[src/design/dqe_pkg.sv]
`timescale 1ns / 1ps
// Shared constants and types for the deque with erase by value.
// Used by dqe_cell and deque_with_erase_by_value_top; depends on nothing.
package dqe_pkg;

  localparam int DEPTH       = 16;
  localparam int VALUE_WIDTH = 16;
  localparam int CNT_W       = $clog2(DEPTH + 1);
  localparam int IDX_W       = $clog2(DEPTH);

  // Operation codes carried on the request
  localparam logic [2:0] OP_PUSH_BACK  = 3'd0;
  localparam logic [2:0] OP_POP_BACK   = 3'd1;
  localparam logic [2:0] OP_PUSH_FRONT = 3'd2;
  localparam logic [2:0] OP_POP_FRONT  = 3'd3;
  localparam logic [2:0] OP_ERASE      = 3'd4;

  // Result status codes
  localparam logic [1:0] ST_OK      = 2'd0;
  localparam logic [1:0] ST_EMPTY   = 2'd1;
  localparam logic [1:0] ST_FULL    = 2'd2;
  localparam logic [1:0] ST_NOMATCH = 2'd3;

  // Command broadcast to every cell of the row
  typedef enum logic [2:0] {
    CMD_HOLD  = 3'd0,
    CMD_LOAD  = 3'd1,  // tail cell takes the value
    CMD_SHR   = 3'd2,  // every cell takes its front neighbor
    CMD_SHL   = 3'd3,  // every cell takes its back neighbor
    CMD_ERASE = 3'd4   // cells at and behind the first match take back neighbor
  } cell_cmd_t;

  typedef struct packed {
    cell_cmd_t              cmd;
    logic [VALUE_WIDTH-1:0] value;
  } cell_ctrl_t;

endpackage

[src/design/dqe_cell.sv]
`timescale 1ns / 1ps
// One storage cell of the deque row: holds one entry and moves it to or
// from its neighbors. Depends on dqe_pkg.
module dqe_cell
  import dqe_pkg::*;
(
  input  logic                   clk,
  input  cell_ctrl_t             ctrl,
  input  logic                   occupied,   // this slot lies below occupancy
  input  logic                   tail,       // this slot is the first free one
  input  logic [VALUE_WIDTH-1:0] front_data, // neighbor nearer the front
  input  logic [VALUE_WIDTH-1:0] back_data,  // neighbor nearer the back
  input  logic                   match_in,   // a match lies in front of this cell
  output logic                   match_out,
  output logic [VALUE_WIDTH-1:0] data
);

  logic hit;

  assign hit       = occupied && (data == ctrl.value);
  assign match_out = match_in || hit;

  always_ff @(posedge clk) begin
    case (ctrl.cmd)
      CMD_LOAD: begin
        if (tail) begin
          data <= ctrl.value;
        end
      end
      CMD_SHR: data <= front_data;
      CMD_SHL: data <= back_data;
      CMD_ERASE: begin
        // close the gap behind the first match
        if (match_out) begin
          data <= back_data;
        end
      end
      default: data <= data;
    endcase
  end

endmodule

[src/design/deque_with_erase_by_value_top.sv]
`timescale 1ns / 1ps
// Top level of the deque with erase by value: request/result handshake,
// occupancy count and the row of dqe_cell. Depends on dqe_pkg and dqe_cell.
//
// Channel   Dir  Handshake           Payload
// request   in   s_tvalid/s_tready   s_tuser = operation, s_tdata = value
// result    out  m_tvalid/m_tready   m_tdata = removed_value, status, entry_count
//
// One request per cycle unless stalled; the result is registered on acceptance.
// Every cell compares and shifts in the same cycle, so erase is done at once.
// Synchronous active-high reset empties the queue and drops any pending result.
// A stalled result holds in the output register; a new request is taken in
// the cycle the pending result is taken.
module deque_with_erase_by_value_top
  import dqe_pkg::*;
(
  input  logic        clk,
  input  logic        rst,
  input  logic        s_tvalid,
  output logic        s_tready,
  input  logic [15:0] s_tdata,   // [15:0] value
  input  logic [2:0]  s_tuser,   // [2:0] operation
  output logic        m_tvalid,
  input  logic        m_tready,
  output logic [23:0] m_tdata    // [15:0] removed_value, [17:16] status,
                                 // [22:18] entry_count, [23] zero
);

  logic [CNT_W-1:0]       occupancy;
  logic [CNT_W-1:0]       occupancy_next;
  logic [VALUE_WIDTH-1:0] removed_value;
  logic [VALUE_WIDTH-1:0] removed_next;
  logic [1:0]             status;
  logic [1:0]             status_next;
  logic                   accept;
  logic                   full;
  logic                   empty;
  logic [IDX_W-1:0]       back_idx;
  logic [CNT_W-1:0]       occ_minus1;
  cell_ctrl_t             ctrl;

  logic [VALUE_WIDTH-1:0] cell_data  [DEPTH];
  logic                   cell_match [DEPTH];

  assign s_tready = !m_tvalid || m_tready;
  assign accept   = s_tvalid && s_tready;
  assign full     = (occupancy == CNT_W'(DEPTH));
  assign empty    = (occupancy == '0);
  assign occ_minus1 = occupancy - CNT_W'(1);
  assign back_idx = occ_minus1[IDX_W-1:0];

  always_comb begin
    ctrl.value     = s_tdata[VALUE_WIDTH-1:0];
    ctrl.cmd       = CMD_HOLD;
    occupancy_next = occupancy;
    removed_next   = '0;
    status_next    = ST_OK;
    case (s_tuser)
      OP_PUSH_BACK, OP_PUSH_FRONT: begin
        if (full) begin
          status_next = ST_FULL;
        end else begin
          ctrl.cmd       = (s_tuser == OP_PUSH_BACK) ? CMD_LOAD : CMD_SHR;
          occupancy_next = occupancy + CNT_W'(1);
        end
      end
      OP_POP_BACK: begin
        if (empty) begin
          status_next = ST_EMPTY;
        end else begin
          removed_next   = cell_data[back_idx];
          occupancy_next = occ_minus1;
        end
      end
      OP_POP_FRONT: begin
        if (empty) begin
          status_next = ST_EMPTY;
        end else begin
          ctrl.cmd       = CMD_SHL;
          removed_next   = cell_data[0];
          occupancy_next = occ_minus1;
        end
      end
      OP_ERASE: begin
        ctrl.cmd = CMD_ERASE;
        if (cell_match[DEPTH-1]) begin
          occupancy_next = occ_minus1;
        end else begin
          status_next = ST_NOMATCH;
        end
      end
      default: ctrl.cmd = CMD_HOLD;
    endcase
    // drop the command when no request is taken
    if (!accept) begin
      ctrl.cmd = CMD_HOLD;
    end
  end

  for (genvar i = 0; i < DEPTH; i++) begin : g_cell
    logic [VALUE_WIDTH-1:0] front_d;
    logic [VALUE_WIDTH-1:0] back_d;
    logic                   m_in;

    if (i == 0) begin : g_first
      assign front_d = s_tdata[VALUE_WIDTH-1:0];
      assign m_in    = 1'b0;
    end else begin : g_mid
      assign front_d = cell_data[i-1];
      assign m_in    = cell_match[i-1];
    end

    if (i == DEPTH - 1) begin : g_last
      assign back_d = '0;
    end else begin : g_inner
      assign back_d = cell_data[i+1];
    end

    dqe_cell u_cell (
      .clk        (clk),
      .ctrl       (ctrl),
      .occupied   (occupancy > CNT_W'(i)),
      .tail       (occupancy == CNT_W'(i)),
      .front_data (front_d),
      .back_data  (back_d),
      .match_in   (m_in),
      .match_out  (cell_match[i]),
      .data       (cell_data[i])
    );
  end

  always_ff @(posedge clk) begin
    if (rst) begin
      occupancy <= '0;
      m_tvalid  <= 1'b0;
    end else begin
      if (accept) begin
        occupancy <= occupancy_next;
        m_tvalid  <= 1'b1;
      end else if (m_tready) begin
        m_tvalid <= 1'b0;
      end
    end
  end

  // result payload: hold while stalled
  always_ff @(posedge clk) begin
    if (accept) begin
      removed_value <= removed_next;
      status        <= status_next;
    end
  end

  assign m_tdata = {1'b0, occupancy, status, removed_value};

endmodule
[config.mk]
export PLATFORM = sky130hd
export DESIGN_NAME = deque_with_erase_by_value_top
export DESIGN_NICKNAME = d
export VERILOG_FILES = /design/src/design/dqe_pkg.sv /design/src/design/dqe_cell.sv /design/src/design/deque_with_erase_by_value_top.sv
export SDC_FILE = /design/constraint.sdc
export NUM_CORES = 1
export LEC_CHECK = 0
export BUFFER_PORTS_ARGS = -buffer_cell sky130_fd_sc_hd__buf_4
export CAP_MARGIN = 20
export CORE_ASPECT_RATIO = 0.9
export CORE_MARGIN = 1.5
export CORE_UTILIZATION = 45
export CTS_BUF_LIST = sky130_fd_sc_hd__clkbuf_4 sky130_fd_sc_hd__clkbuf_8 sky130_fd_sc_hd__clkbuf_16
export CTS_CLUSTER_SIZE = 24
export DETAILED_ROUTE_END_ITERATION = 8
export HOLD_SLACK_MARGIN = 0.03
export SYNTH_ARGS = -nofsm -noshare
export SYNTH_HDL_FRONTEND = slang
export SYNTH_HIERARCHICAL = 1
export SYNTH_SLANG_ARGS = --single-unit
export TNS_END_PERCENT = 10
[constraint.sdc]
create_clock -name clk -period 6.1 [get_ports clk]
set_input_delay 1.22 -clock clk [delete_from_list [all_inputs] [get_ports clk]]
set_output_delay 1.22 -clock clk [all_outputs]
set_load 0.005 [all_outputs]
==> results.yml <==
status:
  outcome: "completed"
grt:
  grt_pass1_vias: 22699
  grt_max_degree: 165
  grt_antenna_before_repair: 6
  gr-usage-all-layers_pct: 36.2
  grt_pass1_wl_mm: 154
  gr-total-overflow: 0
clock_tree:
  cts_root_buf: "clkbuf_16"
  clock_sinks: 280
  cts_tree: "done"
  clk_path_buf_depth: 3
  ctsHtreeMaxLevel: 2
  numCtsBuffers: 37
  postCtsHoldBufs: 0
  clk_pin_slew_worst_paths_ns: 0.06
  clock_latency_ns: 0.56
sta:
  fmax_ghz: 0.175
  period_needed_ns: 5.71
  timing.final.crit_share_pct: 93.6
  finalMaxSlewViolations: 0
  tns_ns: 0
  skew_ns: 0.0187
  rsz0062_at_grt: "no"
  tightest_slew_ns: 1.14
  hold_viol: 0
  setup_viol: 0
  relSlewSlack_pct: 23.9
yosys:
  seq_area_frac_synth_pct: 33.6
  netlist_area_mm2: 0.0249
  ys_warn_count: 6
  synth-main-ff-cell: "edfxtp_1"
  synth_top_area_cell: "edfxtp_1"
  synth_edf_count: 274
  synth_top_area_share_pct: 33.1
  synth_cell_type_count: 62
  synth.avg_cell_area_um2: 8.62
  syn_inst: 2886
  synth_area_leaders: "edfxtp_1 33%, o22a_1 9.0%, o22ai_1 6.5%"
  ys_ff_latch: 280
  async_reset_ff_share_pct: 0
drt:
  viasPerCell: 6.96
  drc: 0
  met3WireLength_mm: 13.9
  wl_met1_mm: 42.8
  drtAntennaViolNets: 0
  vias: 25037
  drt_iter0_drc: 4098
  dr_wl_met2_mm: 44.2
  wire_per_inst_um: 29.2
  first_pass_iters: 6
  top_layer: "met5"
  totalWireLength_mm: 105
setup_path:
  crit_arrival_ns: 6.14
  critical_path_peak_fanout: 4
  critPathKind: "in -> reg"
  crit_required_ns: 6.53
  endpoint_kind: "register"
  cp-start-kind: "primary input"
power_and_ir_drop:
  power_density_mw_per_mm2: 222
  vdd_ir_drop_max_mv: 0.149
  p_leak_nw: 9.38
hold_path:
  hp-class: "reg -> reg"
die:
  row_count: 81
  io_pins: 49
  die_w_um: 251
  die_area_mm2: 0.0567
  die_y_um: 226
  start_util_pct: 45.7
  core_mm2: 0.0544
flow_run:
  maxCapViolations: 0
layout:
  layout.nets: 2902
  drive_above_1_share_pct: 12.4
  area_growth_syn_to_layout_pct: 10.6
  final_cell_mix: "321 x nor2_1, 296 x a21oi_1, 282 x nand2_1, 274 x edfxtp_1, 262 x o21ai_0"
  fill_cells: 5049
  fin_cells: 3599
  final_common_cell: "nor2_1"
place:
  dpl.hpwl_mm: 71.6
  place_inst: 3538
  io_buffer_count: 47
  place_congestion: 1.01
-- kinds of logic (layout without fill, tap and decap cells) --
family,Yosys count,after routing,synth area share (%)
adders and majority gates,6,6,0.302
other,1,36,0.0151
buffers and inverters,301,274,5.62
AOI/OAI and AO/OA,1171,1171,30.6
and+or+nand+nor,756,756,13.2
DFF,280,280,33.6
xor gates and xnor gates,242,242,9.08
muxes,129,129,7.61
-- synth_stat cells, types with 20 or more instances --
| master | number |
|---|---|
| nor2_1 | 322 |
| a21oi_1 | 296 |
| nand2_1 | 282 |
| edfxtp_1 | 274 |
| o21ai_0 | 262 |
| o22ai_1 | 257 |
| o22a_1 | 256 |
| clkbuf_1 | 120 |
| xor2_1 | 113 |
| xnor2_1 | 112 |
| buf_2 | 94 |
| mux2i_1 | 81 |
| mux4_2 | 48 |
| nor3_1 | 37 |
| nand2b_1 | 36 |
| nand4_1 | 33 |
| buf_1 | 32 |
| inv_1 | 24 |
| buf_4 | 20 |
-- state kept, by name, summed over array words and instances (netlist names) --
signal              cells
m_tvalid                1
g_cell.u_cell/data    256
removed_value          16
status                  2
occupancy               5
-- power breakdown --
| part | internal (mW) | switching [mW] |
|---|---|---|
| logic | 0.588 | 0.918 |
| clock network | 1.24 | 0.929 |
| registers | 2.25 | 0.174 |
-- final timing paths --
path	from	cells past startpoint	slack, ns	endpoint
max	s_tdata[5]	24	0.39	occupancy[4]$_SDFFE_PP0P_
min	occupancy[0]$_SDFFE_PP0P_	2	0.54	occupancy[0]$_SDFFE_PP0P_
max reg2reg	occupancy[0]$_SDFFE_PP0P_	23	0.41	occupancy[4]$_SDFFE_PP0P_
min reg2reg	occupancy[0]$_SDFFE_PP0P_	2	0.54	occupancy[0]$_SDFFE_PP0P_
-- per-stage QoR --
stage | setup WS (ns) | hold WS [ns] | utilization (%) | power, mW | instance area (um2)
CTS | 0.408 | 0.530 | 50.5 | 6.07 | 27500
global route | 0.0239 | 0.566 | 50.5 | 6.28 | 27500
detailed placement | -0.174 | 0.518 | 48.4 | 3.91 | 26400
global placement | -0.120 | 0.509 | 48.3 | 3.88 | 26300
finish | 0.390 | 0.542 | 50.5 | 6.10 | 27500
floorplan | 0.890 | 0.537 | - | 3.36 | 25000
-- metal layers --
metal	vias to the layer above	track usage, %
met2	1862	52.6
li1	10864	-
met3	237	9.85
met4	6	13.8
met1	12068	51.0
met5	-	0
-- timing repair --
action | in CTS | in global routing
hold endpoints to repair | 0 | 0
resized for setup | 0 | 2
setup buffers | 0 | 0
endpoints found under the setup margin | 0 | 3
-- cell type report --
| cell class | instances | area, um2 | area share, % |
|---|---|---|---|
| multi-input cells | 2339 | 15500 | 56.2 |
| clock inverters | 13 | 120 | 0.437 |
| flip-flops and latches | 280 | 8350 | 30.4 |
| inverters | 25 | 95.1 | 0.346 |
| clock buffers | 46 | 1000 | 3.63 |
| well taps | 705 | 882 | 3.21 |
| diodes | 1 | 2.50 | 0.00910 |
| repair buffers | 190 | 1590 | 5.78 |
-- worst max-delay path: stages --
cell	delay, ns
buf_4	0.14
xor2_1	0.15
a2111oi_1	0.46
buf_4	0.18
nand4_1	0.13
o21bai_1	0.21
o21bai_1	0.18
o21bai_1	0.18
o21bai_1	0.19
o21bai_1	0.21
o21bai_1	0.22
o21bai_1	0.18
o21bai_1	0.18
o21bai_1	0.17
o21bai_1	0.17
o21bai_1	0.17
o21bai_1	0.22
o21bai_1	0.19
o21bai_1	0.25
o21bai_1	0.20
o21bai_1	0.25
a21boi_0	0.20
o41ai_1	0.36
o31ai_1	0.12
(Power assumes the default switching activity.)
